<file path="src/fwt_pkg.sv">
// ============================================================================
// Fenwick tree package
// Shared widths, opcodes, the command word passed from the front end to the
// execution back end, and the low-bit helper used by the tree walks.
// ============================================================================
package fwt_pkg;

    localparam int MAX_SIZE = 1024;
    localparam int ADDR_W   = $clog2(MAX_SIZE);
    localparam int IDX_W    = 11;
    localparam int WLK_W    = IDX_W + 1;
    localparam int DATA_W   = 64;
    localparam int OP_W     = 3;

    typedef logic [IDX_W-1:0]         idx_t;
    typedef logic [WLK_W-1:0]         wlk_t;
    typedef logic [ADDR_W-1:0]        addr_t;
    typedef logic signed [DATA_W-1:0] data_t;
    typedef logic [OP_W-1:0]          op_t;

    localparam op_t OP_ADD    = 3'd0;
    localparam op_t OP_SET    = 3'd1;
    localparam op_t OP_PREFIX = 3'd2;
    localparam op_t OP_RANGE  = 3'd3;
    localparam op_t OP_LOWER  = 3'd4;
    localparam op_t OP_CLEAR  = 3'd5;

    typedef struct packed {
        op_t   op;
        logic  bad;
        idx_t  idx_a;
        idx_t  idx_am1;
        idx_t  idx_b;
        data_t value;
        idx_t  n;
        idx_t  lb_step;
    } cmd_t;

    function automatic wlk_t low_bit(wlk_t x);
        return x & (~x + WLK_W'(1));
    endfunction

endpackage

</file>
<file path="src/fwt_req_if.sv">
// ============================================================================
// Fenwick tree request channel
// Valid/ready channel carrying one request word.
// ============================================================================
interface fwt_req_if;
    logic                 valid;
    logic                 ready;
    fwt_pkg::op_t         opcode;
    fwt_pkg::idx_t        index_a;
    fwt_pkg::idx_t        index_b;
    fwt_pkg::data_t       value;

    modport source (output valid, output opcode, output index_a, output index_b,
                    output value, input ready);
    modport sink   (input valid, input opcode, input index_a, input index_b,
                    input value, output ready);
endinterface

</file>
<file path="src/fwt_front.sv">
// ============================================================================
// Fenwick tree front end
// Holds the size register, accepts request words and turns each into a
// classified command with its range checks and walk setup precomputed.
// ============================================================================
module fwt_front (
    input  logic                clk,
    input  logic                rst_n,
    input  logic                cfg_write_en,
    input  fwt_pkg::idx_t       cfg_write_data,
    fwt_req_if.sink             req,
    input  logic                q_full,
    input  logic                init_busy,
    output logic                push,
    output fwt_pkg::cmd_t       cmd
);
    import fwt_pkg::*;

    idx_t size_reg;
    idx_t n;
    logic a_bad;
    logic b_bad;

    always_ff @(posedge clk or negedge rst_n)
    begin
        if (!rst_n)
        begin
            size_reg <= IDX_W'(MAX_SIZE);
        end
        else if (cfg_write_en)
        begin
            size_reg <= cfg_write_data;
        end
    end

    always_comb
    begin
        if (size_reg == '0)
        begin
            n = IDX_W'(1);
        end
        else if (size_reg > IDX_W'(MAX_SIZE))
        begin
            n = IDX_W'(MAX_SIZE);
        end
        else
        begin
            n = size_reg;
        end
    end

    assign a_bad = (req.index_a == '0) || (req.index_a > n);
    assign b_bad = (req.index_b == '0) || (req.index_b > n);

    always_comb
    begin
        cmd         = '0;
        cmd.op      = req.opcode;
        cmd.idx_a   = req.index_a;
        cmd.idx_am1 = req.index_a - IDX_W'(1);
        cmd.idx_b   = req.index_b;
        cmd.value   = req.value;
        cmd.n       = n;
        if (req.opcode inside {OP_ADD, OP_SET, OP_PREFIX})
        begin
            cmd.bad = a_bad;
        end
        else if (req.opcode == OP_RANGE)
        begin
            cmd.bad = a_bad || b_bad;
        end
        else
        begin
            cmd.bad = 1'b0;
        end
        for (int i = 0; i < IDX_W; i++)
        begin
            if (n[i])
            begin
                cmd.lb_step = IDX_W'(1) << i;
            end
        end
    end

    assign req.ready = !q_full && !init_busy;
    assign push      = req.valid && req.ready;

endmodule

</file>
<file path="src/flat_wrapper.sv">
// flat-port wrapper written by rule: the top's interface ports become plain ports
module fwt_front_flat import fwt_pkg::*;
  (clk, rst_n, cfg_write_en, cfg_write_data, q_full, init_busy, push, cmd, req_valid, req_opcode, req_index_a, req_index_b, req_value, req_ready);
  fwt_req_if req_i ();
  input  logic clk;
  input  logic rst_n;
  input  logic cfg_write_en;
  input  fwt_pkg::idx_t cfg_write_data;
  input  logic q_full;
  input  logic init_busy;
  output logic push;
  output fwt_pkg::cmd_t cmd;
  input wire logic [$bits(req_i.valid)-1:0] req_valid;
  input wire logic [$bits(req_i.opcode)-1:0] req_opcode;
  input wire logic [$bits(req_i.index_a)-1:0] req_index_a;
  input wire logic [$bits(req_i.index_b)-1:0] req_index_b;
  input wire logic [$bits(req_i.value)-1:0] req_value;
  output wire logic [$bits(req_i.ready)-1:0] req_ready;
  assign req_i.valid = req_valid;
  assign req_i.opcode = req_opcode;
  assign req_i.index_a = req_index_a;
  assign req_i.index_b = req_index_b;
  assign req_i.value = req_value;
  assign req_ready = req_i.ready;
  fwt_front u_core (.clk(clk), .rst_n(rst_n), .cfg_write_en(cfg_write_en), .cfg_write_data(cfg_write_data), .req(req_i), .q_full(q_full), .init_busy(init_busy), .push(push), .cmd(cmd));
endmodule
</file>
<file path="config.mk">
export PLATFORM = sky130hd
export DESIGN_NAME = fwt_front_flat
export DESIGN_NICKNAME = d
export VERILOG_FILES = /design/src/fwt_pkg.sv /design/src/fwt_req_if.sv /design/src/fwt_front.sv /design/src/flat_wrapper.sv
export SDC_FILE = /design/constraint.sdc
export NUM_CORES = 1
export LEC_CHECK = 0
export ABC_AREA = 1
export BUFFER_PORTS_ARGS = -buffer_cell sky130_fd_sc_hd__buf_2
export CORE_AREA = 5 5 86 88
export CTS_CLUSTER_DIAMETER = 50
export DETAILED_ROUTE_END_ITERATION = 10
export DIE_AREA = 0 0 91 93
export PLACE_DENSITY_LB_ADDON = 0.12
export REMOVE_ABC_BUFFERS = 1
export SLEW_MARGIN = 40
export SYNTH_ARGS = -nofsm -noshare
export SYNTH_HDL_FRONTEND = slang
export SYNTH_SLANG_ARGS = --single-unit
</file>
<file path="constraint.sdc">
create_clock -name clk -period 3.1 [get_ports clk]
set_input_delay 0.465 -clock clk [delete_from_list [all_inputs] [get_ports clk]]
set_output_delay 0.465 -clock clk [all_outputs]
set_load 0.02 [all_outputs]
</file>
# [Word level (Yosys, flattened, before mapping)]
# Cells that the tools add are included.
[totals] reg_bits=11
[classes] n_addsub=1 magnitude_cmp=3 n_eq_ne=3 muxes=15 n_reduce_logical=12
[ops] operator="$logic_not A11 Y1" count=3
[ops] operator="$mux W11" count=3
[ops] operator="$gt A11 B11 Y1" count=2
[ops] operator="$gt A11 B11 Y1 const B" count=1
[ops] operator="$sub A11 B1 Y11 const B" count=1
[ops] operator="$mux W10" count=1
[ops] operator="$mux W9" count=1
[ops] operator="$mux W8" count=1
[ops] operator="$mux W7" count=1
[ops] operator="$eq A3 B2 Y1 const B" count=2
[ops] operator="$mux W6" count=1
[ops] operator="$mux W5" count=1
[ops] operator="$mux W4" count=1
[ops] operator="$eq A3 B1 Y1 const B" count=1
[ops] operator="$logic_not A3 Y1" count=1
[ops] operator="$logic_or A1 B1 Y1" count=3
[ops] operator="$mux W1" count=3
[ops] operator="$mux W3" count=1
[ops] operator="$reduce_bool A3 Y1" count=1
[ops] operator="$logic_and A1 B1 Y1" count=2
[ops] operator="$logic_not A1 Y1" count=2
[ops] operator="$mux W2" count=1

# [Longest topological paths before layout]
[depth] ltp_word=14 depth_mapped=17

# [Worst setup path before layout]
# OpenSTA, ideal clock, no wires.
[synth_timing] kind="register -> output" startpoint="register u_core.size_reg[9]" endpoint="output cmd[119] in the netlist's numbering" arrival_time_ps=2481 t_required_ps=2635 setup_slack_ps=154 path_stages_with_launch=15 cell_sequence="dfrtp_1 nor2_4 nand4_4 o21ai_4 inv_4 nor2_1 inv_1 ha_1 nand2_1 nor2_1 and2_1 nand2_1 nand3_1 a21oi_1 a21oi_1"
[synth_lines] element="start: declaration" line_no="fwt_front.sv:19" text="idx_t size_reg;"
[synth_lines] element="start signal: assignment" line_no="fwt_front.sv:28" text="size_reg <= IDX_W'(MAX_SIZE);"
[synth_lines] element="start signal: assignment" line_no="fwt_front.sv:32" text="size_reg <= cfg_write_data;"
[synth_lines] element="end: declaration" line_no="flat_wrapper.sv:12" text="output fwt_pkg::cmd_t cmd;"

==> flow_summary.ini <==
[worst_setup_path]
crit_type = reg2out
worstSetupStartpointType = flop
cp.required_ns = 2.63
cp_max_fo = 6
r2r-end = u_core.size_reg[10]$_DFFE_PN1P_
r2r_slack_ns = 2.04
endpoint_kind = output port
r2r_start = u_core.size_reg[10]$_DFFE_PN1P_
r2r_cells = 2
arrival_ns = 2.59
crit_start = u_core.size_reg[8]$_DFFE_PN0P_

[power]
p_leak_nw = 1.29
p_per_area_nw_per_um2 = 311
ir_drop_mv = 0.174
p_total_mw = 0.696

[route]
drt_iter0_markers = 58
drt-wirelength-per-cell_microns = 30.1
firstDrtPassIters = 4
route.met2.wl_microns = 7100
wl_met3_microns = 2990
drt-total-wl_microns = 12300
vias_per_cell = 4.83
ant_nets = 0
wl_met1_microns = 2220
top_layer_used = met4
vias = 1976
drc = 0

[timing]
slew_headroom_pct = 77.4
finalHoldViolCount = 0
finClkSkew_ns = 0
rsz0062_at_grt = yes
fmax_mhz = 327
finalSetupViolCount = 0
post-route-period-util_pct = 98.7
worst_pin_slew_ns = 0.337
period_minus_slack_ns = 3.06
drv_slew = 0
finalWorstSetupSlack_ns = 0.0407

[cells_and_area]
largest_reg_flops = 11
drive_gt1_share_pct = 44.4
area_growth_pct = 4.14
final_area_sq_um = 2230
final_cell_mix = buf_2 (101), nand2_1 (47), inv_1 (32)
layout.nets = 459
final_common_cell = buf_2
fin_util_pct = 34.0
n_antenna_cell = 0
fill_cells = 743

[floorplan]
die-area_sq_um = 8460
row_count = 30
core_sq_um = 6570
die_h_microns = 93
fp.dieW_microns = 91
start_util_pct = 32.7
pin_count = 231

[placed_design]
dp_hpwl_microns = 11600
gp_congestion = 0.885
dp_slack_ns = 0.267
portBuffers = 102
place_area_sq_um = 2070

[clocking]
cts.sinks = 11
clkLatencyLatePin_ns = 0.24
clk_path_buf_depth = 2
ctsHtreeMaxLevel = 1
cts.reportedPaths.clkPinSlew_ns = 0.05
cts_tree = done
cts_made_buffers = 3
cts-root-buf = clkbuf_8

[global_route]
gr-total-overflow = 0
track_usage_pct = 27.5
grt_max_degree = 22
grt_pass1_vias = 1790
grt_pass1_wl_microns = 15700
antenna_found_initial = 0

[yosys]
synth-main-ff-cell = dfrtp_1
yosysWarnings = 0
seq_area_frac_synth_pct = 12.9
ys_ff_latch = 11
syn_inst = 310
synth.distinct_cells = 30
synth_area_leaders = buf_4 (31%), ha_1 (13%), dfrtp_1 (12%)
yosys.area.top_type = buf_4
synth-edff-count = 0
netlist_area_sq_um = 2150
syn_avg_cell_area_sq_um = 6.92
async_flop_share_pct = 100
netlist.area_leader.share_pct = 31.5

[hold_path]
hold_path_class = in2async

[job]
drv_cap = 0

[status]
status = completed
cells in the mapped netlist (4+ instances only):
library cell / number
a21oi_1: 9
buf_4: 90
o21ai_0: 13
nand2_1: 53
nor2_1: 19
ha_1: 23
nor3_1: 6
nor2_4: 5
nand4_1: 4
nand3_1: 9
xor2_1: 4
inv_1: 41
dfrtp_1: 10
xnor2_1: 4
worst max-delay path, stage by stage (launching register included):
cell	delay [ns]
dfrtp_1	0.41
nor2_4	0.16
nand4_4	0.11
o21ai_4	0.23
clkinv_4	0.15
nor2_4	0.15
inv_2	0.07
ha_4	0.27
nand2_2	0.05
inv_2	0.04
nand2_1	0.06
nor2_1	0.10
nand2_1	0.05
nand3_1	0.06
nand2_1	0.06
nand2_2	0.07
nand2_1	0.05
a21oi_1	0.12
buf_4	0.16
final cells by class:
| class | count | area (sq um) | area share (%) |
|---|---|---|---|
| multi-input combinational | 161 | 1080 | 48.2 |
| timing repair buffer | 108 | 558 | 25.0 |
| sequential | 11 | 277 | 12.4 |
| inverter | 45 | 178 | 7.95 |
| tap | 80 | 100 | 4.48 |
| clock buffer | 4 | 45.0 | 2.02 |
timing repair:
action                                  4_1_cts  5_1_grt
hold buffers                                  0        0
buffers inserted                              0        6
resized for setup                             0       26
endpoints found under the setup margin        0        1
stage by stage:
step / setup TNS [ns] / hold slack (ns) / instances
after floorplan: 0 / 0.169 / 217
after global placement: 0 / 0.351 / 399
after detailed placement: 0 / 0.353 / 399
after CTS: 0 / 0.0953 / 403
after global routing: -0.112 / 0.109 / 409
final: 0 / 0.0905 / 409
report_power, final:
part / switching, mW / leakage [nW] / internal [mW]
registers: 0.0134 / 0.131 / 0.158
clock network: 0.0544 / 0.0228 / 0.0903
logic: 0.241 / 1.13 / 0.138
total: 0.309 / 1.29 / 0.387
worst max path at each step:
stage | end | slack, ns
6_report | cmd[119] | 0.04
4_1_cts | cmd[119] | 0.006
5_1_grt | cmd[119] | -0.11
3_5_place_dp | cmd[119] | 0.27
2_1_floorplan | cmd[119] | 0.15
3_3_place_gp | cmd[119] | 0.29
cells by family (layout without fill, tap and decap cells):
group	Yosys count	after routing	share of synthesized area, %
muxes	1	1	0.525
xor gates and xnor gates	8	8	3.26
AOI/OAI and AO/OA	24	24	6.24
adders and majority gates	23	23	13.4
and+or+nand+nor	105	105	23.6
DFF	11	11	12.9
buffers and inverters	138	157	40.1
metal layers:
layer  global-route usage, %  vias to the layer above
li1                        -                      920
met1                    13.7                      841
met2                    56.4                      211
met3                    31.1                        4
met4                    2.57                        0
met5                       0                        -
(Power assumes the default switching activity.)
