**config.mk**
```make
export PLATFORM = sky130hd
export DESIGN_NAME = fwt_queue
export DESIGN_NICKNAME = d
export VERILOG_FILES = /design/src/fwt_pkg.sv /design/src/fwt_queue.sv
export SDC_FILE = /design/constraint.sdc
export NUM_CORES = 1
export LEC_CHECK = 0
export BUFFER_PORTS_ARGS = -buffer_cell sky130_fd_sc_hd__buf_2
export CAP_MARGIN = 20
export CORE_UTILIZATION = 56
export DETAILED_ROUTE_END_ITERATION = 12
export GPL_ROUTABILITY_DRIVEN = 0
export PLACE_DENSITY = 0.84
export SKIP_LAST_GASP = 1
export SLEW_MARGIN = 10
export SYNTH_ARGS = -nofsm -noshare
export SYNTH_HDL_FRONTEND = slang
export SYNTH_SLANG_ARGS = --single-unit
export TNS_END_PERCENT = 20
```
**constraint.sdc**
```tcl
create_clock -name clk -period 17.3 [get_ports clk]
set_input_delay 1.73 -clock clk [delete_from_list [all_inputs] [get_ports clk]]
set_output_delay 1.73 -clock clk [all_outputs]
set_load 0.01 [all_outputs]
```
**src/fwt_pkg.sv**
```systemverilog
// ============================================================================
// Fenwick tree package
// Shared widths, opcodes, the command word passed from the front end to the
// execution back end, and the low-bit helper used by the tree walks.
// ============================================================================
package fwt_pkg;

    localparam int MAX_SIZE = 1024;
    localparam int ADDR_W   = $clog2(MAX_SIZE);
    localparam int IDX_W    = 11;
    localparam int WLK_W    = IDX_W + 1;
    localparam int DATA_W   = 64;
    localparam int OP_W     = 3;

    typedef logic [IDX_W-1:0]         idx_t;
    typedef logic [WLK_W-1:0]         wlk_t;
    typedef logic [ADDR_W-1:0]        addr_t;
    typedef logic signed [DATA_W-1:0] data_t;
    typedef logic [OP_W-1:0]          op_t;

    localparam op_t OP_ADD    = 3'd0;
    localparam op_t OP_SET    = 3'd1;
    localparam op_t OP_PREFIX = 3'd2;
    localparam op_t OP_RANGE  = 3'd3;
    localparam op_t OP_LOWER  = 3'd4;
    localparam op_t OP_CLEAR  = 3'd5;

    typedef struct packed {
        op_t   op;
        logic  bad;
        idx_t  idx_a;
        idx_t  idx_am1;
        idx_t  idx_b;
        data_t value;
        idx_t  n;
        idx_t  lb_step;
    } cmd_t;

    function automatic wlk_t low_bit(wlk_t x);
        return x & (~x + WLK_W'(1));
    endfunction

endpackage

```
**src/fwt_queue.sv**
```systemverilog
// ============================================================================
// Fenwick tree command queue
// Two-entry queue that decouples the front end from the back end.
// ============================================================================
module fwt_queue (
    input  logic          clk,
    input  logic          rst_n,
    input  logic          push,
    input  fwt_pkg::cmd_t push_cmd,
    input  logic          pop,
    output logic          full,
    output logic          not_empty,
    output fwt_pkg::cmd_t head
);
    import fwt_pkg::*;

    cmd_t       entry_reg [2];
    logic       wptr_reg;
    logic       rptr_reg;
    logic [1:0] count_reg;
    logic       do_push;
    logic       do_pop;

    assign full      = (count_reg == 2'd2);
    assign not_empty = (count_reg != 2'd0);
    assign head      = entry_reg[rptr_reg];
    assign do_push   = push && !full;
    assign do_pop    = pop && not_empty;

    always_ff @(posedge clk)
    begin
        if (do_push)
        begin
            entry_reg[wptr_reg] <= push_cmd;
        end
    end

    always_ff @(posedge clk or negedge rst_n)
    begin
        if (!rst_n)
        begin
            wptr_reg  <= 1'b0;
            rptr_reg  <= 1'b0;
            count_reg <= 2'd0;
        end
        else
        begin
            if (do_push)
            begin
                wptr_reg <= !wptr_reg;
            end
            if (do_pop)
            begin
                rptr_reg <= !rptr_reg;
            end
            if (do_push && !do_pop)
            begin
                count_reg <= count_reg + 2'd1;
            end
            else if (do_pop && !do_push)
            begin
                count_reg <= count_reg - 2'd1;
            end
        end
    end

endmodule

```
# Yosys cells after proc, flatten, opt, wreduce, memory -nomap -nowiden
# Memories as Yosys holds them, arrays and structs flattened.
# Index checks and enable logic that the tools add are counted.
dict set report totals {
  register_bits 4
  latchBits 0
  ramBits 246
  romBits 0
  input_bits 127
  out_inout_bits 125
  wordCells 22
  memories 1
}
# name depth width read_ports rd_ports_with_merged_regs wr line_no
set mem_list {}
lappend mem_list {entry_reg 2 123 1 0 1 fwt_queue.sv:17} ;# cmd_t entry_reg [2];
dict set report classes {
  addsub 2
  multipliers 0
  n_div 0
  magnitude_cmp 0
  eq_ne 1
  shifts 0
  n_mux 4
  bitwise 0
  n_reduce_logical 11
}
# op n
set ops {}
lappend ops {{1-bit logical NOT} 5}
lappend ops {{1-bit logical AND} 4}
lappend ops {{2-bit 2-to-1 mux} 2}
lappend ops {{2-bit nonzero test} 2}
lappend ops {{2-bit by 1-bit adder with 2-bit output (second input constant)} 1}
lappend ops {{2-bit == test (second input constant)} 1}
lappend ops {{1-bit 2-to-1 mux} 2}
lappend ops {{2-bit by 1-bit subtractor with 2-bit output (second input constant)} 1}

# Longest topological paths before layout
# Gate-level depths: netlist of run 1.
dict set report depth {
  word_depth 7
  depth_mapped 7
  ltp_nobuf 7
}

# Worst setup path after synthesis of run 1
# Ideal clock, no wire load.
dict set report synth_path {
  path_type {input-to-reg}
  startpoint {input push}
  endpoint {memory entry_reg[0][0] (netlist name), enable pin}
  setup_time_ps 606
  arrival_ps 6931
  required_ps 16694
  path_slack_ps 9763
  path_stages 2
  n_path_buf 0
  path_cell_list {nand2_1 > nor2_1}
}
dict set report synth_via {
  elab_chain_len 3
}
# element line_no
set synth_rtl {}
lappend synth_rtl {{start: declaration} fwt_queue.sv:8} ;# input logic push,
lappend synth_rtl {{1-bit logical AND} fwt_queue.sv:27} ;# assign do_push = push && !full;
lappend synth_rtl {{1-bit 2-to-1 mux} fwt_queue.sv:32} ;# if (do_push)
lappend synth_rtl {{1-bit 2-to-1 mux (not written as such)} fwt_queue.sv:34} ;# entry_reg[wptr_reg] <= push_cmd;
lappend synth_rtl {{end: declaration} fwt_queue.sv:17}
# Every way passes these cells.

==> results of run 1 <==
==> cell type report <==
type	count	area [um2]
diodes	1	2.50
clock inverters	15	119
clock buffers	30	644
repair buffers	255	1290
flip-flops and latches	250	7490
inverters	2	7.51
multi-input cells	136	1710
well taps	216	270
fillers	937	4520
==> how the worst max path moves through the flow <==
| stage | from | endpoint | slack, ps | cells past startpoint |
|---|---|---|---|---|
| detailed placement | rptr_reg | head[35] | 12990 | 3 |
| global route | rptr_reg | head[118] | 12340 | 3 |
| floorplan | push | entry_reg[0][0] | 9760 | 2 |
| finish | rptr_reg | head[34] | 12490 | 3 |
| CTS | rptr_reg | head[118] | 12460 | 3 |
| global placement | rptr_reg | head[118] | 13030 | 3 |
==> worst reg2reg max path, stage by stage (launching register included) <==
cell and delay [ps]:
dfrtp_1 400, nand2b_1 190, nand2_1 160, nor2_4 110, buf_4 640, buf_4 800
==> layer usage <==
layer  up-vias  routed length (um)  track usage
li1       2131                   -            -
met4         0                 360       0.0609
met3        33                1590       0.0603
met2       207                8770        0.346
met1      2279                6540        0.228
met5         -                   0            0
==> layout by cell type, fill, tap and decap left out, types with 2 or more instances in the layout <==
cell       Yosys  routed
inv_1          2       2
xor2_1         2       2
buf_4          0       4
clkbuf_1       0       5
mux2_4        60      60
buf_2          6     251
xnor2_1        3       3
clkinv_2       0       5
clkbuf_16      0      25
clkinv_1       0       7
dfrtp_1        4       3
bufinv_16      0       2
nand2_1        2       2
mux2_2        63      63
edfxtp_1     246     246
==> logic make-up after synthesis <==
family | after synthesis
flops | 250
mux | 123
buf+inv | 16
xor+xnor | 5
simple gates | 7
fa+ha+maj | 1
==> power breakdown <==
| part | internal [mW] | switching [mW] |
|---|---|---|
| logic | 0.287 | 0.284 |
| clock network | 0.294 | 0.205 |
| registers | 0.831 | 0.0662 |
==> results_dict.tcl, run 1 <==
set metrics [dict create \
    outcome "finished, final reports clean" \
    placed_cells 859 \
    rr_startpoint "count_reg[0]" \
    grt_pass1_wl_um 25100 \
    cts_buffers 25 \
    dpl-instance-area_mm2 0.0108 \
    endpoint_kind "primary output" \
    ys_types 15 \
    worstSkewPairLatency_ps 490 \
    p_per_area_mw_per_mm2 170 \
    hp-class "reg -> reg" \
    yosys.area.top_type "edfxtp_1" \
    period_needed_ps 4810 \
    cp-start-kind "register" \
    critPathMaxStageDelay_ps 1050 \
    cts_hold_buffers 0 \
    syn_area_per_cell_um2 23.2 \
    fp.coreArea_mm2 0.0161 \
    drt_iter0_markers 208 \
    synth-edff-count 246 \
    fin_hold_ws_ps 506 \
    postLayoutCoreUtil 0.718 \
    port_buffers 251 \
    yosys.area.top_type_share 0.793 \
    max_cap_violations 0 \
    io_pins 252 \
    critical_path_class "reg -> out" \
    clockRootBuffer "clkbuf_16" \
    hp-start "count_reg[1]" \
    synth-compound-area-share 0 \
    cts_tree "built" \
    yosys-top-cells-count "edfxtp_1 (246), mux2_2 (63), mux2_4 (60), buf_6 (8), buf_2 (6)" \
    die_h_um 131 \
    hold_violations 0 \
    peakVddDrop_mv 0.147 \
    cp_slowest_cell "dfrtp_4" \
    route.detailed.drc 0 \
    rsz0062_at_grt "false" \
    drive_above_1_share 0.603 \
    crit_chain "buf_4, mux2_2, buf_2" \
    whs_endpoint "count_reg[1]" \
    timing.rr.end "entry_reg[0][75]" \
    place_ws_ps 12990 \
    dpl.hpwl_um 11300 \
    synth_mux_area_frac 0.173 \
    area_growth_pct 23.8 \
    fin_area_mm2 0.0115 \
    firstDrtPassIters 4 \
    largest_register_ffs 246 \
    final_max_slew_viol_count 0 \
    tns_ps 0 \
    final.setup_skew_ps 6.48 \
    synth_fa_ha_area_frac 0.00134 \
    rr_worst_depth 5 \
    num_vias 4650 \
    grt_max_degree 69 \
    initial_utilization 0.580 \
    synth_nets 530 \
    wl_per_cell_um 19.1 \
    synth_xor_area_frac 0.00470 \
    synth_flop_cell "edfxtp_1" \
    clkSinkCount 250 \
    syn_inst 402 \
    async_flop_share 0.0160 \
    setup_slack_ps 12490 \
    synth_area_leaders "edfxtp_1 (79%), mux2_4 (9.7%), mux2_2 (7.6%)" \
    p_leak_nw 4.51 \
    final_nets 798 \
    r2r_slack_ps 14610 \
    clk_path_buf_depth 3 \
    power_mw 1.97 \
    relSlewSlack 0.312 \
    grt-ovfl-total 0 \
    worst_slew_pin_slew_ps 1030 \
    worst_path_dominant_cell_family "buffers and inverters" \
    fin_crit_sh 0.278 \
    wl_um 17300 \
    critPathRequiredTime_ps 15570 \
    path_clk_slew_ps 60 \
    cts_setup_buffers 0 \
    worst-path-buf-inv 2 \
    grt_use_total 0.195 \
    row_count 46 \
    die_area_mm2 0.0172 \
    fmax_mhz 208 \
    yosysSeqAreaShare 0.804 \
    die_x_um 131 \
    antenna_found_initial 1 \
    vias_per_cell 5.14 \
    syn_area_mm2 0.00932 \
    grt_pass1_vias 4755 \
    setup_viol 0 \
    ctsResizeCount 0 \
    synth-seq-cells 250 \
    ys.warnings.count 0 \
    cp.arrival_ps 3080 \
    antenna_left 0 \
    whs_path_depth 1 \
    layoutNonFillerInstCount 905 \
    synth_top_family_by_area "multiplexers" \
    htreeDepth 1 \
    path_max_fanout 66 \
    yosysMostFrequentCell "edfxtp_1" \
    synth_simple_gate_area_frac 0.00363 \
]
No activity file was read; power rests on OpenSTA's default activity.
==> run 2: changes to the inputs <==
Settings changed: CORE_UTILIZATION 56 to 52, PLACE_DENSITY 0.84 to 0.79.
Clock period 17.3 ns to 4.6 ns, I/O delays scaled along.
==> results_dict.tcl, run 2 (synthesis gave the netlist of run 1 again) <==
set metrics [dict create \
    outcome "finished, final reports clean" \
    place_ws_ps 2410 \
    grt_pass1_wl_um 24700 \
    grt-ovfl-total 0 \
    route.detailed.drc 0 \
    drive_above_1_share 0.603 \
    p_leak_nw 4.52 \
    clkSinkCount 250 \
    initial_utilization 0.535 \
    critPathMaxStageDelay_ps 470 \
    port_buffers 251 \
    final.setup_skew_ps 7.27 \
    clk_path_buf_depth 3 \
    cp.arrival_ps 2240 \
    hold_violations 0 \
    fp.coreArea_mm2 0.0174 \
    fin_area_mm2 0.0116 \
    num_vias 4632 \
    ctsResizeCount 0 \
    wl_per_cell_um 18.2 \
    grt_max_degree 125 \
    final_common_cell "buf_2" \
    p_per_area_mw_per_mm2 637 \
    hp-class "in -> reg" \
    final_nets 800 \
    relSlewSlack 0.361 \
    path_max_fanout 124 \
    rsz0062_at_grt "false" \
    seqCellArea_mm2 0.00749 \
    critPathRequiredTime_ps 4140 \
    fmax_mhz 370 \
    endpoint_kind "primary output" \
    cts_buffers 25 \
    vias_per_cell 5.06 \
    cp-start-kind "register" \
    area_growth_pct 24.3 \
    die_h_um 136 \
    dpl-instance-area_mm2 0.0108 \
    critical_path_class "reg -> out" \
    fin_crit_sh 0.588 \
    diodes 0 \
    fillCellCount 1192 \
    path_clk_slew_ps 60 \
    peakVddDrop_mv 0.428 \
    io_pins 252 \
    setup_viol 0 \
    worst-path-buf-inv 2 \
    worst_path_dominant_cell_family "buffers and inverters" \
    row_count 48 \
    cp_slowest_cell "buf_12" \
    firstDrtPassIters 4 \
    max_cap_violations 0 \
    cts_hold_buffers 1 \
    dpl.hpwl_um 10800 \
    htreeDepth 1 \
    cts_tree "built" \
    largest_register_ffs 246 \
    drt_iter0_markers 242 \
    worst_slew_pin_slew_ps 958 \
    power_mw 7.38 \
    setup_slack_ps 1900 \
    crit_chain "buf_12, mux2_2, buf_2" \
    period_needed_ps 2700 \
    grt_pass1_vias 4846 \
    wl_um 16600 \
    antenna_found_initial 1 \
    cts_setup_buffers 0 \
    clockRootBuffer "clkbuf_16" \
    tns_ps 0 \
    die_area_mm2 0.0185 \
    final_cell_mix "buf_2 (251), edfxtp_1 (246), mux2_2 (63)" \
    worstSkewPairLatency_ps 510 \
    grt_use_total 0.175 \
    final_max_slew_viol_count 0 \
    multi_input_area_mm2 0.00171 \
    die_x_um 136 \
    antenna_left 0 \
]
-- run 2: power breakdown --
part	switching [mW]	internal, mW	total, mW
Clock	0.782	1.05	1.84
Sequential	0.129	3.12	3.25
Combinational	1.18	1.11	2.30
-- run 2: worst paths after layout --
check,from,endpoint,slack [ps],cells after the start
min in group asynchronous,rst_n,count_reg[1],300,2
max,rptr_reg,head[5],1900,3
min reg2reg,count_reg[1],count_reg[1],510,1
max reg2reg,count_reg[0],entry_reg[1][9],2420,3
max in group asynchronous,rst_n,rptr_reg,4160,2
min,push_cmd[28],entry_reg[1][28],140,1
-- run 2: cell type report --
type / count / area share
multi-input cells: 136 / 0.148
clock inverters: 16 / 0.00886
flip-flops and latches: 250 / 0.647
well taps: 225 / 0.0243
inverters: 2 / 0.000648
clock buffers: 30 / 0.0556
repair buffers: 257 / 0.116
-- run 2: through the flow --
step,instances,util,hold WS [ps]
6_report,916,0.665,140
5_1_grt,916,0.665,114
4_1_cts,916,0.665,113
3_5_place_dp,869,0.621,272
3_3_place_gp,869,0.621,266
2_1_floorplan,402,-,164
-- run 2: per-layer routing --
| layer | wire [um] | up-vias | share of wire | global-route usage |
|---|---|---|---|---|
| li1 | - | 2136 | - | - |
| met1 | 6430 | 2265 | 0.39 | 0.209 |
| met2 | 8470 | 199 | 0.51 | 0.306 |
| met3 | 1360 | 30 | 0.082 | 0.0470 |
| met4 | 356 | 2 | 0.021 | 0.0574 |
| met5 | 11 | - | 0.00066 | 0 |
==> run 3: changes to the inputs <==
Settings changed: CORE_UTILIZATION 52 to 47, PLACE_DENSITY 0.79 to 0.76.
Clock period 4.6 ns to 2.4 ns, I/O delays scaled along.
==> results_dict.tcl, run 3 (synthesis gave the netlist of run 1 again) <==
set metrics [dict create \
    critPathMaxStageDelay_ps 440 \
    initial_utilization 0.479 \
    final_cell_mix "buf_2 (251), edfxtp_1 (246), dlygate4sd3_1 (124)" \
    final_nets 925 \
    grt-ovfl-total 0 \
    relSlewSlack 0.637 \
    htreeDepth 1 \
    p_per_area_mw_per_mm2 1130 \
    grt_use_total 0.177 \
    layoutNonFillerInstCount 1080 \
    vias_per_cell 4.78 \
    fmax_mhz 459 \
    max_cap_violations 0 \
    endpoint_kind "primary output" \
    final.setup_skew_ps 9.49 \
    cts_tree "built" \
    port_buffers 251 \
    clk_path_buf_depth 3 \
    cp.arrival_ps 1940 \
    switching_share 0.284 \
    cts_buffers 26 \
    cp_slowest_cell "dfrtp_4" \
    die_h_um 143 \
    clockRootBuffer "clkbuf_16" \
    clkSinkCount 250 \
    grt_max_degree 83 \
    dpl.hpwl_um 10900 \
    peakVddDrop_mv 0.742 \
    worst_path_dominant_cell_family "buffers and inverters" \
    die_x_um 143 \
    critical_path_class "reg -> out" \
    antenna_found_initial 1 \
    fillCellCount 1264 \
    grt_pass1_wl_um 27700 \
    cp-start-kind "register" \
    outcome "finished, final reports clean" \
    final_common_cell "buf_2" \
    num_vias 5157 \
    io_pins 252 \
    pwr-share-clk 0.256 \
    die_area_mm2 0.0204 \
    path_max_fanout 67 \
    placed_cells 910 \
    route.detailed.drc 0 \
    worst_slew_pin_slew_ps 544 \
    hp-class "in -> reg" \
    ctsResizeCount 0 \
    row_count 51 \
    final_max_slew_viol_count 0 \
    fin_crit_sh 0.908 \
    intPower_mw 10.5 \
    grt_pass1_vias 5427 \
    drt_iter0_markers 225 \
    area_growth_pct 39.4 \
    firstDrtPassIters 4 \
    worst-path-buf-inv 2 \
    power_frac_comb 0.317 \
    hold_violations 0 \
    fin_hold_ws_ps 35.3 \
    fp.coreArea_mm2 0.0195 \
    worstSkewPairLatency_ps 510 \
    p_sw_mw 4.15 \
    largest_register_ffs 246 \
    setup_viol 0 \
    postLayoutCoreUtil 0.667 \
    power_mw 14.6 \
    wl_um 18600 \
    rsz0062_at_grt "false" \
    diodes 0 \
    antenna_left 0 \
    drive_above_1_share 0.521 \
    critPathRequiredTime_ps 2160 \
    path_clk_slew_ps 60 \
    wl_per_cell_um 17.2 \
    period_needed_ps 2180 \
    crit_chain "buf_12, mux2_2, buf_2" \
    p_seq_frac 0.427 \
    p_leak_nw 5.10 \
]
==> run 3: cell types whose count changed in the layout (fill, tap and decap cells not counted), moves of 2 or more <==
cell,change
clkinv_1,-2
clkbuf_8,+2
buf_12,+2
clkbuf_1,-3
dlygate4sd3_1,+123
clkbuf_16,+2
==> run 3: metrics by stage <==
stage,setup slack [ps],area (um2),setup TNS (ps)
floorplan,-438,9340,-70010
global placement,793,10900,0
detailed placement,752,10900,0
CTS,209,13000,0
global route,159,13000,0
finish,221,13000,0
==> run 3: what timing repair did <==
action | in CTS | in global routing
hold buffers | 124 | 0
hold endpoints to repair | 250 | 0
buffers inserted | 0 | 0
==> run 3: per-layer routing <==
metal / vias up / wire length (um) / GRT usage
li1: 2386 / - / -
met1: 2531 / 7190 / 0.200
met2: 203 / 9740 / 0.323
met3: 37 / 1200 / 0.0463
met4: 0 / 475 / 0.0583
met5: - / 0 / 0
==> run 3: power groups by stage <==
| stage | Sequential [mW] | Combinational, mW | Clock, mW |
|---|---|---|---|
| CTS | 6.24 | 4.66 | 3.84 |
| finish | 6.25 | 4.63 | 3.75 |
| detailed placement | 6.33 | 4.49 | 0 |
| global route | 6.31 | 4.96 | 4.00 |
| global placement | 6.27 | 4.39 | 0 |
| floorplan | 6.27 | 3.05 | 0 |
==> run 3: final cells by class <==
| cell class | instances | area (um2) | area share |
|---|---|---|---|
| Tap cell | 265 | 332 | 0.0255 |
| Timing Repair Buffer | 381 | 2610 | 0.201 |
| Inverter | 2 | 7.51 | 0.000578 |
| Clock buffer | 31 | 711 | 0.0547 |
| Clock inverter | 15 | 111 | 0.00858 |
| Multi-Input combinational cell | 136 | 1730 | 0.133 |
| Sequential cell | 250 | 7490 | 0.577 |
==> run 3: final timing paths <==
| path | start | end | slack (ps) | cells past startpoint |
|---|---|---|---|---|
| hold reg to reg | count_reg[0] | count_reg[0] | 540 | 1 |
| setup reg to reg | count_reg[0] | entry_reg[0][33] | 750 | 4 |
| min in group asynchronous | rst_n | count_reg[0] | 90 | 2 |
| hold / removal | pop | rptr_reg | 40 | 3 |
| setup / recovery | rptr_reg | head[114] | 220 | 3 |
| max in group asynchronous | rst_n | rptr_reg | 2160 | 2 |
==> run 3: worst register-to-register path, stage by stage, from the launching register on <==
cell and delay (ps):
dfrtp_1 410, nand2b_4 180, nand2_4 60, nor2_4 130, buf_4 470
